<file path="src/hw/rtl/prq_pkg.sv">
// Shared widths, command codes and cell types of the priority ready queue.
package prq_pkg;

    localparam int DEFAULT_DEPTH = 16;
    localparam int CMD_W         = 2;
    localparam int ID_W          = 16;
    localparam int PRI_W         = 8;

    localparam logic [CMD_W-1:0] CMD_INSERT = 2'd0;
    localparam logic [CMD_W-1:0] CMD_PUSH   = 2'd1;
    localparam logic [CMD_W-1:0] CMD_POP    = 2'd2;
    localparam logic [CMD_W-1:0] CMD_NONE   = 2'd3;

    // One slot of the queue as held by a cell.
    typedef struct packed {
        logic             valid;
        logic [ID_W-1:0]  id;
        logic [PRI_W-1:0] pri;
    } t_slot;

    // Control broadcast from the sequencer to every cell.
    typedef struct packed {
        logic             capture;
        logic [PRI_W-1:0] cmp_pri;
        logic             ins_go;
        logic             pop_go;
        t_slot            new_slot;
    } t_cell_ctl;

endpackage

</file>
<file path="src/hw/rtl/prq_cell.sv">
// One queue cell: holds a slot, flags itself as an insert point and shifts with its neighbors.
module prq_cell (
    input  logic               i_clk,
    input  logic               i_rst_n,
    input  prq_pkg::t_cell_ctl i_ctl,
    input  logic               i_force_hit,
    input  prq_pkg::t_slot     i_left,
    input  prq_pkg::t_slot     i_right,
    input  logic               i_found,
    output logic               o_found,
    output prq_pkg::t_slot     o_slot,
    output prq_pkg::t_slot     o_next
);

    prq_pkg::t_slot r_slot;
    prq_pkg::t_slot n_slot;
    logic           r_hit;
    logic           n_hit;

    // The new word belongs in front of this cell when the hit is forced, the cell is free or it holds a lower priority.
    always_comb begin
        n_hit = i_force_hit || !r_slot.valid || (i_ctl.cmp_pri > r_slot.pri);
    end

    assign o_found = i_found || r_hit;

    always_comb begin
        n_slot = r_slot;
        if (i_ctl.ins_go) begin
            if (i_found) begin
                n_slot = i_left;
            end else if (r_hit) begin
                n_slot = i_ctl.new_slot;
            end
        end else if (i_ctl.pop_go) begin
            n_slot = i_right;
        end
    end

    // Only the valid bit and the hit flag are cleared at reset; id and priority are loaded before they are read.
    always_ff @(posedge i_clk) begin
        if (!i_rst_n) begin
            r_slot.valid <= 1'b0;
            r_hit        <= 1'b0;
        end else begin
            r_slot <= n_slot;
            if (i_ctl.capture) begin
                r_hit <= n_hit;
            end
        end
    end

    assign o_slot = r_slot;
    assign o_next = n_slot;

endmodule

</file>
<file path="src/hw/rtl/priority_ready_queue.sv">
// Top level of the priority ready queue: command sequencer, row of cells and result register.
//
//   channel   direction  handshake                 payload
//   command   in         start high, busy low      i_cmd, i_process_id, i_priority_req
//   result    out        o_valid for one cycle     o_popped_*, o_head_*, o_is_empty, o_dropped
//
// In the cycle a command is accepted, each cell compares the new priority with its own and
// registers whether the new word belongs in front of it. In the following cycle busy is high,
// a one-bit found flag ripples down the row of cells, and every cell loads from its left
// neighbor, the new word, its right neighbor or itself. The result word is registered at the
// end of that cycle and shown for one cycle with o_valid, while the next command may already
// be accepted. After reset the queue is empty; the receiver cannot stall, so nothing ever
// waits on the result side.
module priority_ready_queue #(
    parameter int QUEUE_DEPTH = prq_pkg::DEFAULT_DEPTH
) (
    input  logic                      i_clk,
    input  logic                      i_rst_n,
    input  logic                      start,
    output logic                      busy,
    input  logic [prq_pkg::CMD_W-1:0] i_cmd,
    input  logic [prq_pkg::ID_W-1:0]  i_process_id,
    input  logic [prq_pkg::PRI_W-1:0] i_priority_req,
    output logic                      o_valid,
    output logic                      o_popped_valid,
    output logic [prq_pkg::ID_W-1:0]  o_popped_id,
    output logic [prq_pkg::PRI_W-1:0] o_popped_priority,
    output logic [prq_pkg::ID_W-1:0]  o_head_id,
    output logic [prq_pkg::PRI_W-1:0] o_head_priority,
    output logic                      o_is_empty,
    output logic                      o_dropped
);

    // Sequencer states.
    localparam logic ST_IDLE  = 1'b0;
    localparam logic ST_APPLY = 1'b1;

    logic r_state;
    logic n_state;

    // The accepted command, held through the apply cycle.
    logic                      r_is_ins;
    logic                      r_is_pop;
    logic                      r_drop;
    prq_pkg::t_slot            r_new;

    logic                      accept;
    logic                      full;
    logic                      cmd_ins;
    prq_pkg::t_cell_ctl        ctl;

    prq_pkg::t_slot            slot   [QUEUE_DEPTH];
    prq_pkg::t_slot            next   [QUEUE_DEPTH];
    logic                      found  [QUEUE_DEPTH+1];

    prq_pkg::t_slot            empty_slot;

    assign busy    = (r_state == ST_APPLY);
    assign accept  = start && !busy;
    // The row fills from the head, so the last cell is occupied exactly when the queue is full.
    assign full    = slot[QUEUE_DEPTH-1].valid;
    assign cmd_ins = (i_cmd == prq_pkg::CMD_INSERT) || (i_cmd == prq_pkg::CMD_PUSH);

    always_comb begin
        n_state = r_state;
        unique case (r_state)
            ST_IDLE:  if (accept) begin
                n_state = ST_APPLY;
            end
            ST_APPLY: n_state = ST_IDLE;
            default:  n_state = ST_IDLE;
        endcase
    end

    always_ff @(posedge i_clk) begin
        if (!i_rst_n) begin
            r_state  <= ST_IDLE;
            r_is_ins <= 1'b0;
            r_is_pop <= 1'b0;
            r_drop   <= 1'b0;
        end else begin
            r_state <= n_state;
            if (accept) begin
                // A full queue turns an insert or push into a dropped word with no change.
                r_is_ins <= cmd_ins && !full;
                r_drop   <= cmd_ins && full;
                r_is_pop <= (i_cmd == prq_pkg::CMD_POP);
            end else begin
                r_is_ins <= 1'b0;
                r_is_pop <= 1'b0;
            end
        end
    end

    always_ff @(posedge i_clk) begin
        if (accept) begin
            r_new.valid <= 1'b1;
            r_new.id    <= i_process_id;
            r_new.pri   <= i_priority_req;
        end
    end

    always_comb begin
        empty_slot       = r_new;
        empty_slot.valid = 1'b0;
    end

    always_comb begin
        ctl.capture  = accept;
        ctl.cmp_pri  = i_priority_req;
        ctl.ins_go   = busy && r_is_ins;
        ctl.pop_go   = busy && r_is_pop;
        ctl.new_slot = r_new;
    end

    // The head cell never receives a found flag from the left, so its left input is unused
    // and takes the new word.
    assign found[0] = 1'b0;

    for (genvar g = 0; g < QUEUE_DEPTH; g++) begin : g_cell
        prq_cell u_cell (
            .i_clk       (i_clk),
            .i_rst_n     (i_rst_n),
            .i_ctl       (ctl),
            .i_force_hit ((g == 0) && (i_cmd == prq_pkg::CMD_PUSH)),
            .i_left      ((g == 0) ? r_new : slot[(g == 0) ? 0 : g-1]),
            .i_right     ((g == QUEUE_DEPTH-1) ? empty_slot
                                               : slot[(g == QUEUE_DEPTH-1) ? g : g+1]),
            .i_found     (found[g]),
            .o_found     (found[g+1]),
            .o_slot      (slot[g]),
            .o_next      (next[g])
        );
    end

    // Result register: the head after the command is the head cell's next value.
    always_ff @(posedge i_clk) begin
        if (!i_rst_n) begin
            o_valid <= 1'b0;
        end else begin
            o_valid <= busy;
        end
    end

    always_ff @(posedge i_clk) begin
        if (busy) begin
            o_popped_valid    <= r_is_pop && slot[0].valid;
            o_popped_id       <= (r_is_pop && slot[0].valid) ? slot[0].id  : '0;
            o_popped_priority <= (r_is_pop && slot[0].valid) ? slot[0].pri : '0;
            o_head_id         <= next[0].valid ? next[0].id  : '0;
            o_head_priority   <= next[0].valid ? next[0].pri : '0;
            o_is_empty        <= !next[0].valid;
            o_dropped         <= r_drop;
        end
    end

    // Every accepted command is followed by a result strobe.
    a_result_follows: assert property (@(posedge i_clk) disable iff (!i_rst_n)
        start && !busy |=> ##1 o_valid)
        else $error("result strobe missing after accepted command");

    // A strobe never lands in the apply cycle of another command.
    a_no_overlap: assert property (@(posedge i_clk) disable iff (!i_rst_n)
        o_valid |-> !busy)
        else $error("result strobe overlaps an apply cycle");

    // Occupancy stays packed toward the head.
    a_packed: assert property (@(posedge i_clk) disable iff (!i_rst_n)
        !slot[0].valid |-> !slot[QUEUE_DEPTH-1].valid)
        else $error("queue cells not packed toward the head");

    // A command never both drops and pops.
    a_drop_pop: assert property (@(posedge i_clk) disable iff (!i_rst_n)
        o_valid |-> !(o_dropped && o_popped_valid))
        else $error("dropped and popped in one result");

    // An empty queue reports a zero head.
    a_empty_head: assert property (@(posedge i_clk) disable iff (!i_rst_n)
        o_valid && o_is_empty |-> (o_head_id == '0) && (o_head_priority == '0))
        else $error("empty queue reports a head");

endmodule

</file>
<file path="config.mk">
export PLATFORM = sky130hd
export DESIGN_NAME = priority_ready_queue
export DESIGN_NICKNAME = d
export VERILOG_FILES = /design/src/hw/rtl/prq_pkg.sv /design/src/hw/rtl/prq_cell.sv /design/src/hw/rtl/priority_ready_queue.sv
export SDC_FILE = /design/constraint.sdc
export NUM_CORES = 1
export LEC_CHECK = 0
export BUFFER_PORTS_ARGS = -buffer_cell sky130_fd_sc_hd__clkbuf_2
export CAP_MARGIN = 5
export CORE_ASPECT_RATIO = 1.25
export CORE_MARGIN = 5
export CORE_UTILIZATION = 43
export CTS_CLUSTER_SIZE = 30
export DETAILED_ROUTE_END_ITERATION = 12
export PLACE_DENSITY_LB_ADDON = 0.12
export SLEW_MARGIN = 20
export SYNTH_ARGS = -nofsm -noshare
export SYNTH_HDL_FRONTEND = slang
export SYNTH_SLANG_ARGS = --single-unit
export TNS_END_PERCENT = 30
</file>
<file path="constraint.sdc">
create_clock -name i_clk -period 5.17 [get_ports i_clk]
set_input_delay 0.7755 -clock i_clk [delete_from_list [all_inputs] [get_ports i_clk]]
set_output_delay 0.7755 -clock i_clk [all_outputs]
set_load 0.02 [all_outputs]
</file>
==> reports/qor.yml, run 1 <==
status: "finished, final reports clean"
fin_ws_ps: 2170
synth-seq-cells: 496
holdPathStages: 1
synth_common_cells: "edfxtp_1, nand2_1, o21ai_0, mux2i_1, inv_1"
crit_arrival_ps: 3300
diodes: 0
finalMaxSlewViolations: 0
cts.path.max_buffers: 3
min_path_type: "in -> reg"
crit_type: "reg -> reg"
clock_sinks: 496
first_global_vias: 18400
r2r-end: "g_cell[13].u_cell.o_slot[13]"
drive_gt1_share_pct: 10.6
initial_core_util_pct: 43.2
cts_root_buf: "clkbuf_16"
synth_area_leaders: "edfxtp_1, mux2i_1, ha_1"
gp_congestion: 0.823
clkPwrFrac_pct: 42.0
overflow: 0
fin_nets: 2574
fin_setup_tns_ps: 0
powerDensity_mw_per_mm2: 303
end_kind: "flip-flop"
grt_util_all_layers_pct: 19.5
p_comb_share_pct: 6.8
timing.rr.start: "g_cell[3].u_cell.r_hit"
path_max_fanout: 39
ant_nets: 0
seq_power_share_pct: 51.2
wl_per_cell_um: 20.4
multi_input_area_mm2: 0.0108
ir_drop_v: 0.000207
viasPerCell: 5.59
antenna_found_initial: 0
hpwl_mm: 47.5
cts_tree: "done"
rrSetupSlack_ps: 2170
hold_violations: 0
design_area_mm2: 0.0293
core_mm2: 0.0616
clk_latency_ps: 610
whs_endpoint: "ctl[14]"
htree_levels: 2
ys_warn_count: 0
initialDrtViolationCount: 1887
fillers: 5662
ys_seq_area_share_pct: 54.5
avgSynthCellArea_um2: 11.0
r2r_cells: 6
synth_top_cell_area_share_pct: 51.8
synth_most_common_cell: "edfxtp_1"
max_freq_mhz: 333
ctsResizeCount: 0
fin_skew_ps: 15.0
slew_headroom_pct: 26.8
ctsHoldBuffers: 0
p_sw_mw: 2.08
post-place-ws_ps: 2200
drt_drc_violations_left: 0
synth_top_cell_by_area: "edfxtp_1"
final_util_pct: 47.6
hp-start: "i_process_id[6]"
syn_nets: 2584
ys_types: 71
die_w_um: 233
min_period_ps: 3000
rsz0062_at_grt: "false"
area_growth_pct: 10.1
regArea_mm2: 0.0145
io_pins: 82
async_reset_ff_share_pct: 0
die_h_um: 288
numCtsBuffers: 51
ys.flop_type: "edfxtp_1"
postRouteWirelength_mm: 66.9
syn_inst: 2427
placed_area_mm2: 0.0277
die-area_mm2: 0.0670
clk_pin_slew_ps: 60
worstMarginPinSlew_ps: 1100
grt_pass1_wl_mm: 105
first_pass_iters: 6
max_cap_violations: 0
syn_area_mm2: 0.0266
core.rowCount: 102
finalCritPeriodShare_pct: 58.0
vias: 18400
switching_share_pct: 23.5
io_buffer_count: 81
internal-power_mw: 6.79
synth_edf_count: 459
hold_ws_ps: 355
cp-start-kind: "flip-flop"
postCtsSetupBuffers: 0
grt_max_degree: 289
cp.required_ps: 5470
p_leak_nw: 12.5
setup_viol: 0
==> area by class of cell <==
class	instances	share of cell area, %
repair buffers	123	2.50
inverters	148	1.89
flip-flops and latches	496	49.5
clock buffers	61	4.55
multi-input cells	1597	36.9
clock inverters	31	1.05
well taps	832	3.55
==> cell usage in the layout, fill, tap and decap left out, types with 12 or more instances in the layout <==
master | Yosys | final
a222oi_1 | 24 | 24
buf_4 | 5 | 41
o21ai_1 | 24 | 24
mux2_2 | 20 | 20
nor2_1 | 97 | 89
o22ai_1 | 17 | 17
a31oi_1 | 38 | 37
o211ai_1 | 14 | 14
inv_1 | 146 | 146
mux2i_1 | 234 | 234
a21o_1 | 26 | 26
edfxtp_1 | 459 | 459
and3_1 | 52 | 52
clkinv_1 | 1 | 12
a221o_1 | 24 | 24
nand3_1 | 14 | 14
o21ai_0 | 237 | 237
a21oi_1 | 59 | 51
ha_1 | 128 | 128
nand2b_1 | 14 | 14
nand2_1 | 363 | 362
nor3_1 | 28 | 28
clkbuf_2 | 1 | 81
a22oi_1 | 24 | 24
dfxtp_1 | 37 | 35
nand4_1 | 27 | 27
clkbuf_16 | 0 | 52
nor2b_1 | 18 | 18
==> sequential cells by signal, indices dropped and copies added (netlist names), 8 cells and up <==
name and cells:
g_cell.u_cell.r_hit 16, g_cell.u_cell.o_slot 400, o_popped_priority 8, o_popped_id 16, o_head_priority 8, ctl 24, o_head_id 16
==> per-layer routing <==
layer	up-vias	share of wire, %	GRT usage, %
li1	8913	-	-
met1	8860	44	25.9
met2	503	48	33.3
met3	116	5.4	2.95
met4	0	2.8	5.79
met5	-	0	0
==> critical path, stage by stage (launching register included) <==
cell and delay (ps):
dfxtp_1 390, nor4_4 300, buf_4 560, nand4_1 660, buf_4 470, mux2i_1 190, o21ai_0 110
==> through the flow <==
stage / power, mW / cells
CTS: 8.98 / 3288
finish: 8.87 / 3288
detailed placement: 5.23 / 3196
floorplan: 5.02 / 2427
global route: 9.19 / 3288
global placement: 5.22 / 3196
==> kinds of logic (layout without fill, tap and decap cells) <==
logic type / after synthesis / after routing / share of synthesized area [%]
compound gates: 554 / 554 / 13.1
fa+ha+maj: 128 / 128 / 6.01
buf+inv: 334 / 363 / 5.17
flops: 496 / 496 / 54.5
mux: 259 / 259 / 9.85
simple gates: 656 / 656 / 11.3
==> power groups by stage <==
stage	combinational, mW	clock, mW	sequential [mW]
6_report	0.606	3.72	4.54
3_5_place_dp	0.607	0	4.63
4_1_cts	0.608	3.83	4.54
3_3_place_gp	0.591	0	4.62
2_1_floorplan	0.445	0	4.57
5_1_grt	0.669	3.97	4.55
==> worst max-delay path by stage <==
stage                                start                      endpoint  slack, ps  cells past startpoint
floorplan                             busy    g_cell[1].u_cell.o_slot[0]        920                      5
global placement    g_cell[3].u_cell.r_hit  g_cell[15].u_cell.o_slot[19]       2270                      7
detailed placement  g_cell[3].u_cell.r_hit  g_cell[13].u_cell.o_slot[13]       2200                      6
CTS                 g_cell[3].u_cell.r_hit  g_cell[13].u_cell.o_slot[13]       2190                      6
global route                      r_is_ins    g_cell[4].u_cell.o_slot[8]       2030                      6
finish              g_cell[3].u_cell.r_hit  g_cell[13].u_cell.o_slot[13]       2170                      6
No activity file was read; power rests on OpenSTA's default activity.
==> run 2, diff against run 1 <==
Clock period 5.17 ns to 3.1 ns, I/O delays scaled along.
==> run 2 against run 1 <==
Clock power up 65%. Via count shrank 0.30%. Sequential power rose by 67%. Final cell count up 0.85%. Maximum frequency grew 22%. Sequential share of layout area is 0.46 points lower. Combinational power up 72%. Total power grew 66%. Flip-flop and latch count did not move. First-iteration DRC count is 13% lower. Routed wire length shrank 0.40%. Utilization grew 0.45 points.
==> reports/qor.yml, run 2 (synthesis gave the netlist of run 1 again) <==
cts_root_buf: "clkbuf_16"
critPathBufInv: 1
rsz0062_at_grt: "false"
grt_util_all_layers_pct: 19.4
gp_congestion: 0.802
first_pass_iters: 7
cts_tree: "done"
die-area_mm2: 0.0670
rrSetupSlack_ps: 640
min_period_ps: 2460
post-place-ws_ps: 666
postRouteWirelength_mm: 66.7
first_global_vias: 18400
max_freq_mhz: 406
powerDensity_mw_per_mm2: 498
htree_levels: 2
crit_type: "reg -> reg"
mostFrequentLayoutCells: "edfxtp_1, nand2_1, o21ai_0"
crit_family: "simple AND/OR/NAND/NOR gates"
numCtsBuffers: 52
timing.rr.start: "r_is_ins"
vias: 18300
cts.path.max_buffers: 3
hp-start: "i_process_id[0]"
fin_ws_ps: 637
ir_drop_v: 0.000380
end_kind: "flip-flop"
finalCritPeriodShare_pct: 79.5
hold_ws_ps: 39.9
setup_viol: 0
hpwl_mm: 47.8
antenna_found_initial: 1
min_path_type: "in -> reg"
io_buffer_count: 81
clk_latency_ps: 610
overflow: 0
die_h_um: 288
drt_drc_violations_left: 0
initialDrtViolationCount: 1649
total_power_mw: 14.7
diodes: 0
initial_core_util_pct: 43.2
core_mm2: 0.0616
io_pins: 82
status: "finished, final reports clean"
die_w_um: 233
max_stage_delay_ps: 640
largest_reg_flops: 400
grt_max_degree: 185
clk_pin_slew_ps: 60
ctsResizeCount: 0
path_max_fanout: 24
grt_pass1_wl_mm: 104
fin_skew_ps: 17.0
fillers: 5633
viasPerCell: 5.53
p_leak_nw: 12.6
whs_endpoint: "ctl[8]"
cp_slowest_cell: "dfxtp_1"
core.rowCount: 102
r2r_cells: 4
cp-start-kind: "flip-flop"
drive_gt1_share_pct: 11.5
fin_setup_tns_ps: 0
layout_commonest_cell: "edfxtp_1"
wl_per_cell_um: 20.1
crit_arrival_ps: 2770
worstPathCellList: "and2_2, and4_1, a21oi_2, buf_4"
max_cap_violations: 0
holdPathStages: 1
ant_nets: 0
ctsHoldBuffers: 9
clock_sinks: 496
hold_violations: 0
slew_headroom_pct: 43.7
area_growth_pct: 11.1
postCtsSetupBuffers: 0
r2r-end: "g_cell[13].u_cell.o_slot[19]"
fin_nets: 2606
cp.required_ps: 3410
worstMarginPinSlew_ps: 844
finalMaxSlewViolations: 0
-- run 2: changes by cell type in the layout (fill, tap and decap cells not counted), sizes merged --
cell	before	now
buf	42	64
dlygate4sd3	0	9
clkinv	23	20
clkinvlp	1	3
bufinv	6	5
clkbuf	142	141
-- run 2: per-layer routing --
layer	routed length, um	vias to the layer above	GRT usage [%]
li1	-	8954	-
met1	28900	8789	25.6
met2	32500	499	33.9
met3	3680	92	2.96
met4	1510	2	4.74
met5	13	-	0
-- run 2: worst register-to-register path, delay by kind of cell (launching register included) --
family | cells | cell delay [ps]
and+or+nand+nor | 2 | 1090
DFF | 1 | 640
buffers and inverters | 1 | 280
AOI/OAI and AO/OA | 1 | 120
-- run 2: report_power, final --
part           total [mW]  internal [mW]  switching [mW]
Combinational        1.04          0.402           0.637
Sequential           7.57           7.39           0.185
Clock                6.13           3.49            2.64
-- run 2: worst max-delay path by stage --
| stage | from | slack, ps | end | depth (start not counted) |
|---|---|---|---|---|
| 2_1_floorplan | busy | -450 | g_cell[1].u_cell.o_slot[0] | 5 |
| 3_3_place_gp | i_priority_req[6] | 690 | g_cell[0].u_cell.r_hit | 5 |
| 3_5_place_dp | i_priority_req[6] | 670 | g_cell[0].u_cell.r_hit | 5 |
| 4_1_cts | busy | 640 | busy | 2 |
| 5_1_grt | g_cell[3].u_cell.r_hit | 500 | g_cell[15].u_cell.o_slot[6] | 6 |
| 6_report | r_is_ins | 640 | g_cell[13].u_cell.o_slot[19] | 4 |
-- run 2: layout make-up --
class                           instances  area [um^2]  area share (%)
Clock buffer                           60         1330            4.50
Clock inverter                         29          308            1.04
Inverter                              148          556            1.88
Multi-Input combinational cell       1597        10800            36.6
Sequential cell                       496        14500            49.1
Tap cell                              832         1040            3.52
Timing Repair Buffer                  154         1010            3.42
-- run 2: per-stage QoR --
| step | std cells | area, um^2 | utilization (%) |
|---|---|---|---|
| final | 3316 | 29600 | 48.0 |
| after global routing | 3316 | 29600 | 48.0 |
| after CTS | 3316 | 29600 | 48.0 |
| after detailed placement | 3218 | 27900 | 45.2 |
| after global placement | 3218 | 27900 | 45.2 |
| after floorplan | 2427 | 26600 | - |
